File: src/rtl/lattice_wave_cycle_length_macros.svh
// Assertion shorthands used by the top-level RTL module.
`ifndef LATTICE_WAVE_CYCLE_LENGTH_MACROS_SVH
`define LATTICE_WAVE_CYCLE_LENGTH_MACROS_SVH

// Same-cycle implication, checked on every rising edge outside reset.
`define LWCL_ASSERT_SAME(label, clk, rst, ante, cons) \
  label: assert property (@(posedge clk) disable iff (rst) (ante) |-> (cons)) \
    else $error("assertion failed: same-cycle check");

// Next-cycle implication, checked on every rising edge outside reset.
`define LWCL_ASSERT_NEXT(label, clk, rst, ante, cons) \
  label: assert property (@(posedge clk) disable iff (rst) (ante) |=> (cons)) \
    else $error("assertion failed: next-cycle check");

`endif

File: src/rtl/lwcl_pkg.sv
package lwcl_pkg;

  localparam int STATE_W          = 54;
  localparam int LEN_W            = 20;
  localparam int POW_W            = LEN_W + 1;
  localparam int LATTICE_SIZE_DEF = 3;
  localparam logic [LEN_W-1:0] MAX_STEPS_RESET = LEN_W'(100000);

  typedef enum logic {
    ST_IDLE,
    ST_RUN
  } ctrl_state_t;

  // controller -> datapath
  typedef struct packed {
    logic load;    // capture start state, hare = one step ahead
    logic iter;    // one search step
    logic finish;  // write result into output register
  } dp_cmd_t;

  // datapath -> controller
  typedef struct packed {
    logic done;      // tortoise == hare, or step limit reached
    logic out_full;  // output register holds a result not taken this cycle
  } dp_stat_t;

endpackage

File: src/rtl/lattice_wave_cycle_length.sv
// channel   | dir | tdata                       | tuser     | note
// s_axis    | in  | [53:0] start_state          | -         | one start state per item
// m_axis    | out | [19:0] cycle_length         | [0] found | one result per item
// cfg       | in  | cfg_wdata = max_steps       | -         | write on cfg_we, no read-back
//
// Sequence: a load, then one hare step per cycle, then a write of the
//   result. With period p and tail t the search runs for fewer than
//   2*max(p, t+1)+p steps, and it stops when the step counter reaches
//   max_steps. The running search loop takes one lattice step per clock.
// Reset: rst, synchronous; clears control and sets max_steps to 100000.
// Stalls: a finished result sits in the output register while the next item
//   is accepted; a search waits only if that register is still full at its end.
module lattice_wave_cycle_length #(
  parameter int LATTICE_SIZE = lwcl_pkg::LATTICE_SIZE_DEF
) (
  input  logic        clk,
  input  logic        rst,
  // config: max_steps
  input  logic        cfg_we,
  input  logic [19:0] cfg_wdata,
  // input items
  input  logic        s_axis_tvalid,
  output logic        s_axis_tready,
  input  logic [55:0] s_axis_tdata,   // [53:0] start_state, [55:54] zero pad
  // result items
  output logic        m_axis_tvalid,
  input  logic        m_axis_tready,
  output logic [23:0] m_axis_tdata,   // [19:0] cycle_length, [23:20] zero pad
  output logic        m_axis_tuser    // [0] found
);
  import lwcl_pkg::*;

`include "lattice_wave_cycle_length_macros.svh"

  dp_cmd_t          cmd;
  dp_stat_t         stat;
  logic [LEN_W-1:0] out_len;
  logic             out_found;
  logic             lam_le_pow;

  lwcl_ctrl u_ctrl (
    .clk      (clk),
    .rst      (rst),
    .in_valid (s_axis_tvalid),
    .in_ready (s_axis_tready),
    .stat     (stat),
    .cmd      (cmd)
  );

  lwcl_dp #(
    .LATTICE_SIZE (LATTICE_SIZE)
  ) u_dp (
    .clk        (clk),
    .rst        (rst),
    .in_state   (s_axis_tdata[STATE_W-1:0]),
    .cfg_we     (cfg_we),
    .cfg_wdata  (cfg_wdata),
    .cmd        (cmd),
    .stat       (stat),
    .out_valid  (m_axis_tvalid),
    .out_ready  (m_axis_tready),
    .out_len    (out_len),
    .out_found  (out_found),
    .lam_le_pow (lam_le_pow)
  );

  assign m_axis_tdata = {4'b0, out_len};
  assign m_axis_tuser = out_found;

  // a found period is never zero; not found always reports zero
  `LWCL_ASSERT_SAME(a_found_nonzero, clk, rst, m_axis_tvalid && m_axis_tuser, out_len != '0)
  `LWCL_ASSERT_SAME(a_miss_zero, clk, rst, m_axis_tvalid && !m_axis_tuser, out_len == '0)
  // taking an item starts a search, so input closes next cycle
  `LWCL_ASSERT_NEXT(a_busy_after_load, clk, rst, s_axis_tvalid && s_axis_tready, !s_axis_tready)
  // Brent phase counter never passes the current power while stepping
  `LWCL_ASSERT_SAME(a_lam_bound, clk, rst, cmd.iter, lam_le_pow)

endmodule

File: src/rtl/lwcl_ctrl.sv
module lwcl_ctrl (
  input  logic              clk,
  input  logic              rst,
  input  logic              in_valid,
  output logic              in_ready,
  input  lwcl_pkg::dp_stat_t stat,
  output lwcl_pkg::dp_cmd_t  cmd
);
  import lwcl_pkg::*;

  ctrl_state_t state, state_next;

  always_ff @(posedge clk) begin
    if (rst) begin
      state <= ST_IDLE;
    end else begin
      state <= state_next;
    end
  end

  always_comb begin
    state_next = state;
    in_ready   = 1'b0;
    cmd        = '0;
    case (state)
      ST_IDLE: begin
        in_ready = 1'b1;
        if (in_valid) begin
          cmd.load   = 1'b1;
          state_next = ST_RUN;
        end
      end
      ST_RUN: begin
        if (!stat.done) begin
          cmd.iter = 1'b1;
        end else if (!stat.out_full) begin
          cmd.finish = 1'b1;
          state_next = ST_IDLE;
        end
      end
      default: begin
        state_next = ST_IDLE;
      end
    endcase
  end

endmodule

File: src/rtl/lwcl_dp.sv
module lwcl_dp #(
  parameter int LATTICE_SIZE = lwcl_pkg::LATTICE_SIZE_DEF
) (
  input  logic                        clk,
  input  logic                        rst,
  input  logic [lwcl_pkg::STATE_W-1:0] in_state,
  input  logic                        cfg_we,
  input  logic [lwcl_pkg::LEN_W-1:0]   cfg_wdata,
  input  lwcl_pkg::dp_cmd_t            cmd,
  output lwcl_pkg::dp_stat_t           stat,
  output logic                        out_valid,
  input  logic                        out_ready,
  output logic [lwcl_pkg::LEN_W-1:0]   out_len,
  output logic                        out_found,
  output logic                        lam_le_pow
);
  import lwcl_pkg::*;

  localparam int L = LATTICE_SIZE;

  // One lattice step: next = parity(six neighbors' current) ^ previous,
  // old current moves to previous. Bits past the last site come out zero.
  function automatic logic [STATE_W-1:0] lat_step(input logic [STATE_W-1:0] s);
    logic [STATE_W-1:0] n;
    int xp, xm, yp, ym, zp, zm, i;
    logic par;
    n = '0;
    for (int z = 0; z < L; z++) begin
      for (int y = 0; y < L; y++) begin
        for (int x = 0; x < L; x++) begin
          xp  = (x == L - 1) ? 0 : x + 1;
          xm  = (x == 0) ? L - 1 : x - 1;
          yp  = (y == L - 1) ? 0 : y + 1;
          ym  = (y == 0) ? L - 1 : y - 1;
          zp  = (z == L - 1) ? 0 : z + 1;
          zm  = (z == 0) ? L - 1 : z - 1;
          i   = x + L * y + L * L * z;
          par = s[2 * (xp + L * y + L * L * z)] ^ s[2 * (xm + L * y + L * L * z)]
              ^ s[2 * (x + L * yp + L * L * z)] ^ s[2 * (x + L * ym + L * L * z)]
              ^ s[2 * (x + L * y + L * L * zp)] ^ s[2 * (x + L * y + L * L * zm)];
          n[2 * i]     = par ^ s[2 * i + 1];
          n[2 * i + 1] = s[2 * i];
        end
      end
    end
    return n;
  endfunction

  logic [STATE_W-1:0] tortoise, hare;
  logic [POW_W-1:0]   power;
  logic [LEN_W-1:0]   lam;
  logic [LEN_W-1:0]   max_steps;
  logic               lam_lt;
  logic               hit_pow;
  logic [LEN_W-1:0]   lam_base;

  assign lam_lt     = lam < max_steps;
  assign hit_pow    = power == {1'b0, lam};
  assign lam_base   = hit_pow ? '0 : lam;
  assign lam_le_pow = {1'b0, lam} <= power;

  assign stat.done     = (tortoise == hare) || !lam_lt;
  assign stat.out_full = out_valid && !out_ready;

  always_ff @(posedge clk) begin
    if (rst) begin
      max_steps <= MAX_STEPS_RESET;
    end else if (cfg_we) begin
      max_steps <= cfg_wdata;
    end
  end

  always_ff @(posedge clk) begin
    if (cmd.load) begin
      tortoise <= in_state;
      hare     <= lat_step(in_state);
      power    <= POW_W'(1);
      lam      <= LEN_W'(1);
    end else if (cmd.iter) begin
      if (hit_pow) begin
        tortoise <= hare;
        power    <= {power[POW_W-2:0], 1'b0};
      end
      hare <= lat_step(hare);
      lam  <= lam_base + LEN_W'(1);
    end
  end

  // output register, free again once taken
  always_ff @(posedge clk) begin
    if (rst) begin
      out_valid <= 1'b0;
    end else if (cmd.finish) begin
      out_valid <= 1'b1;
    end else if (out_ready) begin
      out_valid <= 1'b0;
    end
  end

  always_ff @(posedge clk) begin
    if (cmd.finish) begin
      out_len   <= lam_lt ? lam : '0;
      out_found <= lam_lt;
    end
  end

endmodule

File: config.mk
export PLATFORM = sky130hd
export DESIGN_NAME = lattice_wave_cycle_length
export DESIGN_NICKNAME = d
export VERILOG_FILES = /design/src/rtl/lwcl_pkg.sv /design/src/rtl/lattice_wave_cycle_length.sv /design/src/rtl/lwcl_ctrl.sv /design/src/rtl/lwcl_dp.sv
export VERILOG_INCLUDE_DIRS = /design/src /design/src/rtl
export SDC_FILE = /design/constraint.sdc
export NUM_CORES = 1
export LEC_CHECK = 0
export ABC_AREA = 1
export BUFFER_PORTS_ARGS = -buffer_cell sky130_fd_sc_hd__clkbuf_2
export CAP_MARGIN = 40
export CELL_PAD_IN_SITES_DETAIL_PLACEMENT = 0
export CELL_PAD_IN_SITES_GLOBAL_PLACEMENT = 1
export CORE_MARGIN = 2
export CORE_UTILIZATION = 30
export CTS_CLUSTER_DIAMETER = 30
export DETAILED_ROUTE_END_ITERATION = 6
export PLACE_DENSITY = 0.68
export SETUP_SLACK_MARGIN = 0.3
export SLEW_MARGIN = 40
export SYNTH_ARGS = -nofsm -noshare
export SYNTH_HDL_FRONTEND = slang
export SYNTH_SLANG_ARGS = --single-unit
File: constraint.sdc
create_clock -name clk -period 2.85 [get_ports clk]
set_input_delay 0.4275 -clock clk [delete_from_list [all_inputs] [get_ports clk]]
set_output_delay 0.4275 -clock clk [all_outputs]
set_load 0.02 [all_outputs]
==> results of run 1 <==
placed cells by master, fill, tap and decap left out, types with 4 or more instances in the layout:
master,instances
a21oi_1,86
a22oi_1,5
buf_12,7
buf_4,49
clkbuf_16,17
clkbuf_2,101
conb_1,4
dfxtp_1,50
dfxtp_2,13
edfxtp_1,129
ha_1,19
inv_1,167
inv_2,18
nand2_1,367
nand3_1,12
nand4_1,6
nor2_1,137
nor3_1,4
o21a_1,5
o21ai_0,110
or2_2,4
xnor2_1,161
xor2_1,119
how the worst max path moves through the flow:
stage	depth (start not counted)	endpoint
after global placement	10	u_dp.tortoise[30]$_DFFE_PP_
final	12	u_dp.tortoise[20]$_DFFE_PP_
after detailed placement	11	u_dp.tortoise[29]$_DFFE_PP_
after floorplan	10	u_dp.hare[0]$_DFFE_PP_
after global routing	18	u_dp.lam[14]$_SDFFE_PP0P_
after CTS	11	u_dp.out_len[18]$_SDFFCE_PN0P_
area by class of cell:
class                   instances  share of cell area (%)
clock inverters                13                    1.13
clock buffers                  19                    3.05
well taps                     532                    4.69
multi-input cells            1068                    42.8
diodes                          1                  0.0176
flip-flops and latches        192                    36.3
repair buffers                157                    7.14
inverters                     185                    4.90
registers in the layout, summed over array words and instances, names as in the netlist:
register / count
u_dp.power: 21
u_dp.lam: 20
u_dp.tortoise: 54
u_dp.out_found: 1
u_dp.out_valid: 1
u_ctrl.state: 1
u_dp.hare: 54
u_dp.max_steps: 20
u_dp.out_len: 20
worst max-delay path: stages, from the launching register on:
cell and delay, ps:
dfxtp_1 430, inv_2 110, nand2_1 70, nand2_1 50
nor2_1 100, nand2_1 60, nor2_1 120, nand3_2 180
buf_4 190, inv_1 110, nand4_4 210, nand2_8 200
buf_12 220
timing repair:
action | CTS | global route
buffers inserted | 1 | 17
setup endpoints to repair | 47 | 58
resized for setup | 2 | 18
pin swaps | 1 | 2
stage by stage:
| step | instances | cell area [um2] | hold WS (ps) |
|---|---|---|---|
| finish | 2167 | 14200 | 197 |
| global route | 2166 | 14200 | 201 |
| CTS | 2149 | 14000 | 181 |
| detailed placement | 2116 | 13400 | 459 |
| global placement | 2116 | 13400 | 455 |
| floorplan | 1532 | 12300 | 435 |
metal layers:
metal	wire length, um	part of all wire [%]
met2	18500	52
met1	15300	43
met4	461	1.3
met3	1510	4.2
met5	0	0
power by group:
group	leakage, uW	switching (uW)	internal (uW)
combinational	0.00413	4390	3330
clock	0.000286	1130	1380
sequential	0.00175	556	4030
total	0.00617	6080	8750
logic make-up after synthesis:
| group | after synthesis |
|---|---|
| other | 1 |
| xor gates and xnor gates | 280 |
| DFF | 192 |
| AOI/OAI and AO/OA | 218 |
| buffers and inverters | 272 |
| adders and majority gates | 20 |
| and+or+nand+nor | 546 |
==> out/summary.txt, run 1 <==
Total grt overflow - 0
# Max-Cap Violations - 0
Min Tclk post-route - 2400 ps
Max_slew headroom - 52.8%
Clock buffer depth - 2
RSZ-0062 raised after global routing - false
Grt met3 use - 2.65%
Worst setup SP type - flop
Port Buffer Count - 101
DRC - 0
Final WL - 35,800 um
Worst reg-to-reg path cell count - 12
Final core occ - 34.9%
Final number of hold-violating endpoints - 0
Synth top cells by count - 370 x nand2_1, 170 x inv_1, 161 x xnor2_1
Largest net degree at the start of global routing - 105
Main synth FF type - edfxtp_1
Worst-path clk slew - 80 ps
WHS Endpoint - u_dp.max_steps[9]$_SDFFE_PP1P_
Total CTS buffers - 17
Post-Syn Instances - 1,529
Register area - 5150 um2
Post-synthesis register bit count - 192
Synth warnings - 0
Io pins - 108
Number of clock sinks - 192
CTS tree - yes
Detail Route Antenna Nets - 0
Hold Buf Count CTS - 0
Largest family of logic cells by synthesized area - XOR/XNOR gates
Worst clock skew - 14.1 ps
First DRT Iteration DRCs - 678
GP Congestion - 0.870
XOR/XNOR share of the synthesized area - 20.0%
HPWL after detailed placement - 27,000 um
Die area - 42,600 um2
Synth area leader - edfxtp_1
FILL cells - 4,213
WL/cell - 16.5 um
Initial antenna violation count - 1
Total GRT Usage - 17.2%
Asr flop ratio synth - 0%
Final layout net count - 1,722
Worst slew pin tran - 707 ps
Arrival @ worst endpoint - 2550 ps
Post-synthesis simple-gate area fraction - 17.6%
Met1 Use GR - 20.7%
Worst Setup Path Type - flop to flop
Synth area leaders - edfxtp_1 32%, xnor2_1 11%, nand2_1 11%
Fmax - 0.417 GHz
Final WS setup - 454 ps
Pwr/cell area - 1040 nW/um2
Area delta synth->final - 15.5%
Synth top area share - 31.5%
First-pass GRT wire length - 54,600 um
Worst skew pair latency - 460 ps
Fin Setup TNS - 0 ps
DR vias - 9,711
Post-synth EDFFs - 129
Adder-cell share of the synthesized area - 2.04%
Seq/Total Area, Yosys - 41.8%
Met2 usage - 31.9%
Synth Area in Compound Gates - 9.37%
Worst Hold Class - primary input to flop
WP data required - 3000 ps
HP Start - cfg_wdata[9]
Hold depth - 3
Flop2flop setup slack - 450 ps
DP Worst Slack - 196 ps
Vias in the first global route - 9,359
Mux contribution to synthesized area - 0%
Syn_area_per_cell - 8.03 um2
Crit. End Element - flop
Crit Reg-Reg Endpoint - u_dp.tortoise[20]$_DFFE_PP_
Crit path launch - u_dp.lam[1]$_SDFFE_PP0P_
Clk root buf - clkbuf_16
Htree depth - 4
Detailed Routing Iterations Pass 1 - 6
Final Max Slew Viols - 0
Status - completed
Via density - 4.48
Top Usage Layer GRT - met2
Most common cell in the synthesized netlist - nand2_1
Total power - 14,800 uW
Yosys cell types - 38
CP max FO - 24
Initial Util - 30.2%
Area of the multi-input gates - 6070 um2
Worst IR Drop VDD - 0.476 mV
Site Rows - 74
Die Wd - 206 um
Core area - 40,600 um2
P_leak - 0.00617 uW
Synth Cell Area - 12,300 um2
Height of the die - 206 um
Fin crit share - 84.1%
Setup-failing EPs final - 0
Share of layout cells above drive strength 1 - 14.5%
R2R Path Start - u_dp.lam[1]$_SDFFE_PP0P_
Power figures use the tool's default switching activity.
==> run 2: changes to the inputs <==
- ABC_AREA: 1 -> 0
- PLACE_DENSITY: 0.68 -> 0.67
- clock period: 2.85 -> 2 ns (I/O delays scaled with it)
==> out/summary.txt, run 2 <==
Status - finished, violations left
Failing checks - setup timing
Share of layout cells above drive strength 1 - 33.6% (+19 points)
RSZ-0062 raised after global routing - true
Most common cell after layout, fill and taps aside - nand2_1
Via density - 4.70 (+4.9%)
Total grt overflow - 0 (unchanged)
WP data required - 2180 ps (-820 ps)
Io pins - 108 (unchanged)
Die Wd - 199 um (-3.4%)
Final layout net count - 1,521 (-12%)
Min Tclk post-route - 2890 ps (+495 ps)
FILL cells - 3,543 (-16%)
Max_slew headroom - 54.1% (+1.3 points)
Worst clock skew - 15.3 ps (+1.17 ps)
Final WS setup - -891 ps (-1350 ps)
Worst slew pin tran - 689 ps (-18.6 ps)
Yosys cell types - 47 (+24%)
Final core occ - 42.9% (+8.0 points)
DRC - 0 (unchanged)
Worst setup SP type - flop
Initial Util - 30.4% (+0.24 points)
First-pass GRT wire length - 55,700 um (+1.9%)
DR vias - 9,140 (-5.9%)
Worst-path clk slew - 70 ps (about the same)
Detailed Routing Iterations Pass 1 - 5 (-1)
WL/cell - 19.2 um (+16%)
Most common cell in the synthesized netlist - nand2_1
Worst Hold Class - primary input to flop
Fin Setup TNS - -142,300 ps (-142,300 ps)
Main synth FF type - edfxtp_1
Slowest stage cell, crit path - or4_4
Asr flop ratio synth - 0% (unchanged)
Worst Setup Path Type - flop to flop
Number of clock sinks - 192 (unchanged)
Initial antenna violation count - 0 (-1)
Detail Route Antenna Nets - 0 (unchanged)
CP max FO - 7 (-71%)
Setup-failing EPs final - 193 (+193)
Pwr/cell area - 1490 nW/um2 (+43%)
Register area - 5150 um2 (about the same)
Buf+Inv Stages, Crit Path - 5 (+1)
Crit. End Element - flop
CP Cell Sequence - buf_4 -> ha_1 -> a21oi_2 -> o21ai_2 -> a221oi_2 -> buf_4 -> nand2_2 -> or4_4 -> buf_12 -> nand2_8 -> buf_12 -> clkbuf_16
Most frequent cells in the layout - 216 x nand2_1, 188 x xnor2_1, 134 x buf_4
Core area - 37,600 um2 (-7.6%)
Htree depth - 4 (unchanged)
Post-synth EDFFs - 129 (unchanged)
# Max-Cap Violations - 0 (unchanged)
Synth top cells by count - 222 x nand2_1, 208 x xnor2_1, 130 x xor2_1
Crit path max-delay family - buffers and inverters
Largest regs - u_dp.hare (54), u_dp.tortoise (54), u_dp.power (21)
First DRT Iteration DRCs - 761 (+12%)
Fmax - 0.346 GHz (-17%)
Height of the die - 199 um (-3.4%)
Final Max Slew Viols - 0 (unchanged)
Final WL - 37,300 um (+4.3%)
Worst skew pair latency - 470 ps (about the same)
Final number of hold-violating endpoints - 0 (unchanged)
Synth warnings - 0 (unchanged)
Area of the multi-input gates - 6630 um2 (+9.4%)
Antenna diodes - 0 (-1)
Vias in the first global route - 9,134 (-2.4%)
Die area - 39,700 um2 (-6.7%)
Clk root buf - clkbuf_16
Largest net degree at the start of global routing - 51 (-51%)
Synth top area share - 33.9% (+2.3 points)
Post-synthesis register bit count - 192 (unchanged)
CTS tree - yes
Clock buffer depth - 2 (unchanged)
Area delta synth->final - 40.9%
Total CTS buffers - 17 (unchanged)
P_leak - 0.00674 uW (+9.2%)
Seq/Total Area, Yosys - 44.9% (+3.1 points)
Post-Syn Instances - 1,176 (-23%)
Synth area leader - edfxtp_1
CP peak stage delay - 570 ps (+140 ps)
Port Buffer Count - 101 (unchanged)
Syn_area_per_cell - 9.73 um2 (+21%)
Site Rows - 71 (-4.1%)
Synth Cell Area - 11,400 um2 (-6.8%)
HPWL after detailed placement - 26,100 um (-3.5%)
Fin crit share - 145% (+60 points)
Total GRT Usage - 19.1% (+1.9 points)
Arrival @ worst endpoint - 3080 ps (+530 ps)
Synth area leaders - edfxtp_1 34%, xnor2_1 16%, dfxtp_1 11%
GP Congestion - 0.844 (-3.0%)
Worst IR Drop VDD - 0.816 mV (+72%)
==> run 2: changes by cell type after synthesis, sizes merged, moves of 16 or more <==
cell and delta:
xnor2 +47, a21oi -65, nor4 +21, nand2 -150
clkbuf +36, mux2i +16, inv -155, and3 +26
nor2 -90, buf -25, o21ai -76
==> run 2: path summary, 6_finish.rpt <==
check,startpoint,to,slack (ps),depth (start not counted)
setup reg to reg,u_dp.lam[12]$_SDFFE_PP0P_,u_dp.tortoise[49]$_DFFE_PP_,-890,12
setup / recovery,u_dp.lam[12]$_SDFFE_PP0P_,u_dp.tortoise[49]$_DFFE_PP_,-890,12
hold / removal,cfg_wdata[7],u_dp.max_steps[7]$_SDFFE_PP1P_,80,3
hold reg to reg,u_dp.max_steps[4]$_SDFFE_PP0P_,u_dp.max_steps[4]$_SDFFE_PP0P_,500,2
==> run 2: metrics by stage <==
stage / worst slack [ps] / hold WS (ps) / instance area (um2) / cells / total power [uW]
after floorplan: -1020 / 430 / 11700 / 1179 / 14200
after CTS: -897 / 65.1 / 15700 / 1937 / 23000
final: -891 / 76.6 / 16100 / 1944 / 24100
after global routing: -997 / 78.1 / 16100 / 1944 / 25400
after detailed placement: -1010 / 471 / 13700 / 1850 / 17500
after global placement: -1030 / 469 / 13700 / 1850 / 17500
==> run 2: logic make-up after synthesis <==
family                     synth area share [%]
AOI/OAI and AO/OA                          5.52
adders and majority gates                  2.19
xor gates and xnor gates                   26.1
and+or+nand+nor                            14.4
buffers and inverters                      4.51
other                                    0.0328
muxes                                      2.42
DFF                                        44.9
==> run 2: power by group <==
group          internal (uW)  switching [uW]
registers               5700             496
clock network           1910            1630
logic                   7180            7150
==> run 2: area by class of cell <==
cell class                      instances  area share, %
Multi-Input combinational cell        859           41.2
Inverter                               30          0.722
Timing Repair Buffer                  320           18.5
Tap cell                              511           3.97
Clock inverter                         10          0.606
Clock buffer                           22           3.08
Sequential cell                       192           32.0
==> run 2: per-layer routing <==
layer	up-vias	routed length (um)	GRT usage, %
met4	0	690	5.67
met5	-	0	0
met2	251	17700	31.0
met3	36	1810	2.46
li1	4391	-	-
met1	4462	17200	26.4
==> run 2: tightest hold or removal path, delay by kind of cell <==
family	cells	cell delay, ps
buffers and inverters	1	90
AO/OA/AOI/OAI	1	60
AND/OR/NAND/NOR	1	50
==> run 2: repair_timing <==
action,CTS,global route
gates cloned,16,3
hold buffers,0,0
pin swaps,50,18
buffers inserted,39,4
endpoints found under the setup margin,199,209
gates resized for setup,126,55
==> run 3: changes to the inputs <==
- PLACE_DENSITY: 0.67 -> 0.65
- clock period: 2 -> 3.1 ns (I/O delays scaled with it)
==> out/summary.txt, run 3 (synthesis results as in run 2) <==
Pwr/cell area - 968 nW/um2 (-35%)
Most frequent cells in the layout - 219 x nand2_1, 208 x xnor2_1, 129 x edfxtp_1
Detailed Routing Iterations Pass 1 - 5 (unchanged)
Height of the die - 199 um (unchanged)
DRC - 0 (unchanged)
Register area - 5160 um2 (about the same)
Clk root buf - clkbuf_16
Share of layout cells above drive strength 1 - 24.0% (-9.6 points)
Total power - 13,900 uW (-42%)
Site Rows - 71 (unchanged)
Final number of hold-violating endpoints - 0 (unchanged)
Antenna diodes - 0 (unchanged)
Status - completed
Worst Hold Class - primary input to flop
FILL cells - 3,735 (+5.4%)
Worst setup SP type - flop
Worst clock skew - 19.9 ps (+4.69 ps)
Min Tclk post-route - 2960 ps (+68.5 ps)
Detail Route Antenna Nets - 0 (unchanged)
WP data required - 3430 ps (+1250 ps)
Worst Setup Path Type - flop to flop
Max_slew headroom - 54.4% (+0.30 points)
CTS tree - yes
# Max-Cap Violations - 0 (unchanged)
Sw Share - 38.9% (+0.37 points)
Total CTS buffers - 17 (unchanged)
Arrival @ worst endpoint - 3290 ps (+210 ps)
First-pass GRT wire length - 51,600 um (-7.4%)
WL/cell - 18.8 um (-2.3%)
Worst hold margin - 245 ps (+169 ps)
Fin crit share - 95.5% (-49 points)
Die Wd - 199 um (unchanged)
Worst IR Drop VDD - 0.410 mV (-50%)
Area delta synth->final - 25.6%
Hold depth - 3 (unchanged)
Clock buffer depth - 2 (unchanged)
Fmax - 0.338 GHz (-2.3%)
Via density - 4.68 (-0.48%)
CP max FO - 4 (-3)
Final layout net count - 1,415 (-7.0%)
Final Max Slew Viols - 0 (unchanged)
Largest net degree at the start of global routing - 110 (+120%)
Sequential group share of total power - 30.1% (+4.3 points)
Number of clock sinks - 192 (unchanged)
Die area - 39,700 um2 (unchanged)
HPWL after detailed placement - 24,700 um (-5.3%)
Hold Buf Count CTS - 0 (unchanged)
Clock network fraction of design power - 16.6% (+1.9 points)
GP Congestion - 0.857 (+1.6%)
Initial antenna violation count - 0 (unchanged)
Total GRT Usage - 17.7% (-1.4 points)
Worst slew pin tran - 684 ps (-4.45 ps)
Initial Util - 30.4% (unchanged)
Vias in the first global route - 8,549 (-6.4%)
P_leak - 0.00588 uW (-13%)
Most common cell after layout, fill and taps aside - nand2_1
Comb power frac - 53.3% (-6.2 points)
First DRT Iteration DRCs - 710 (-6.7%)
Psw - 5410 uW (-42%)
Area of the multi-input gates - 6100 um2 (-8.1%)
Io pins - 108 (unchanged)
RSZ-0062 raised after global routing - true
Total grt overflow - 0 (unchanged)
Worst reg-to-reg path cell count - 12 (unchanged)
Crit. End Element - flop
Port Buffer Count - 101 (unchanged)
Setup-failing EPs final - 0 (-100%)
Worst skew pair latency - 460 ps (about the same)
Worst-path clk slew - 80 ps (about the same)
Int Power - 8500 uW (-43%)
Final WL - 34,500 um (-7.6%)
Core area - 37,600 um2 (unchanged)
DR vias - 8,600 (-5.9%)
Largest regs - u_dp.hare (54), u_dp.tortoise (54), u_dp.power (21)
Htree depth - 4 (unchanged)
run 3: cell types whose count changed in the layout (fill, tap and decap cells not counted), moves of 7 or more:
| cell | delta |
|---|---|
| a21oi_1 | +7 |
| buf_12 | -8 |
| buf_16 | -9 |
| buf_4 | -64 |
| buf_6 | -21 |
| xnor2_1 | +20 |
| xnor2_2 | -14 |
| xor2_1 | +7 |
run 3: stage by stage:
step	cell area, um2	std cells	util [%]	setup WS (ps)	TNS, ps
after detailed placement	13000	1768	34.5	-28.3	-28.3
after CTS	14000	1820	37.2	144	0
after global placement	13000	1768	34.5	12.8	0
final	14400	1838	38.2	140	0
after global routing	14400	1838	38.2	25.1	0
after floorplan	11600	1179	-	77.3	0
run 3: worst max-delay path: stages (launching register included):
cell,delay [ps]
dfxtp_2,340
xor2_1,140
nor4_1,280
nand4_1,160
or4_4,610
and2_4,190
ha_4,150
and2_4,140
nor4b_4,130
and3_4,160
and3_4,170
nor3b_1,130
a32o_1,240
run 3: path summary, 6_finish.rpt:
| path | slack (ps) | end | from |
|---|---|---|---|
| max reg2reg | 140 | u_dp.lam[16]$_SDFFE_PP0P_ | u_dp.lam[9]$_SDFFE_PP0P_ |
| min | 250 | u_dp.max_steps[7]$_SDFFE_PP1P_ | cfg_wdata[7] |
| max | 140 | u_dp.lam[16]$_SDFFE_PP0P_ | u_dp.lam[9]$_SDFFE_PP0P_ |
| min reg2reg | 470 | u_dp.power[0]$_SDFFE_PP1P_ | u_dp.power[0]$_SDFFE_PP1P_ |
run 3: routing by layer:
metal / routed length (um) / share of wire [%] / vias up / global-route usage (%)
met1: 15800 / 46 / 4120 / 24.6
li1: - / - / 4184 / -
met5: 0 / 0 / - / 0
met4: 785 / 2.3 / 0 / 5.42
met3: 2040 / 5.9 / 45 / 2.94
met2: 15800 / 46 / 251 / 28.0
run 3: area by class of cell:
type                       count  area share, %
multi-input combinational    859           42.4
sequential                   192           35.9
timing repair buffer         214           12.3
tap                          511           4.45
clock buffer                  17           2.96
clock inverter                15           1.22
inverter                      30          0.784
run 3: power groups by stage:
| stage | combinational, uW | sequential [uW] | clock (uW) |
|---|---|---|---|
| 2_1_floorplan | 5120 | 3940 | 0 |
| 3_3_place_gp | 6750 | 4220 | 0 |
| 3_5_place_dp | 6770 | 4240 | 0 |
| 4_1_cts | 7190 | 4190 | 2360 |
| 5_1_grt | 8070 | 4260 | 2450 |
| 6_report | 7410 | 4190 | 2320 |
run 3: repair_timing:
action / in CTS / in global routing
gates cloned: 5 / 5
hold endpoints to repair: 0 / 0
pin swaps: 13 / 20
resized for setup: 35 / 44
endpoints found under the setup margin: 168 / 167
buffers inserted: 15 / 13
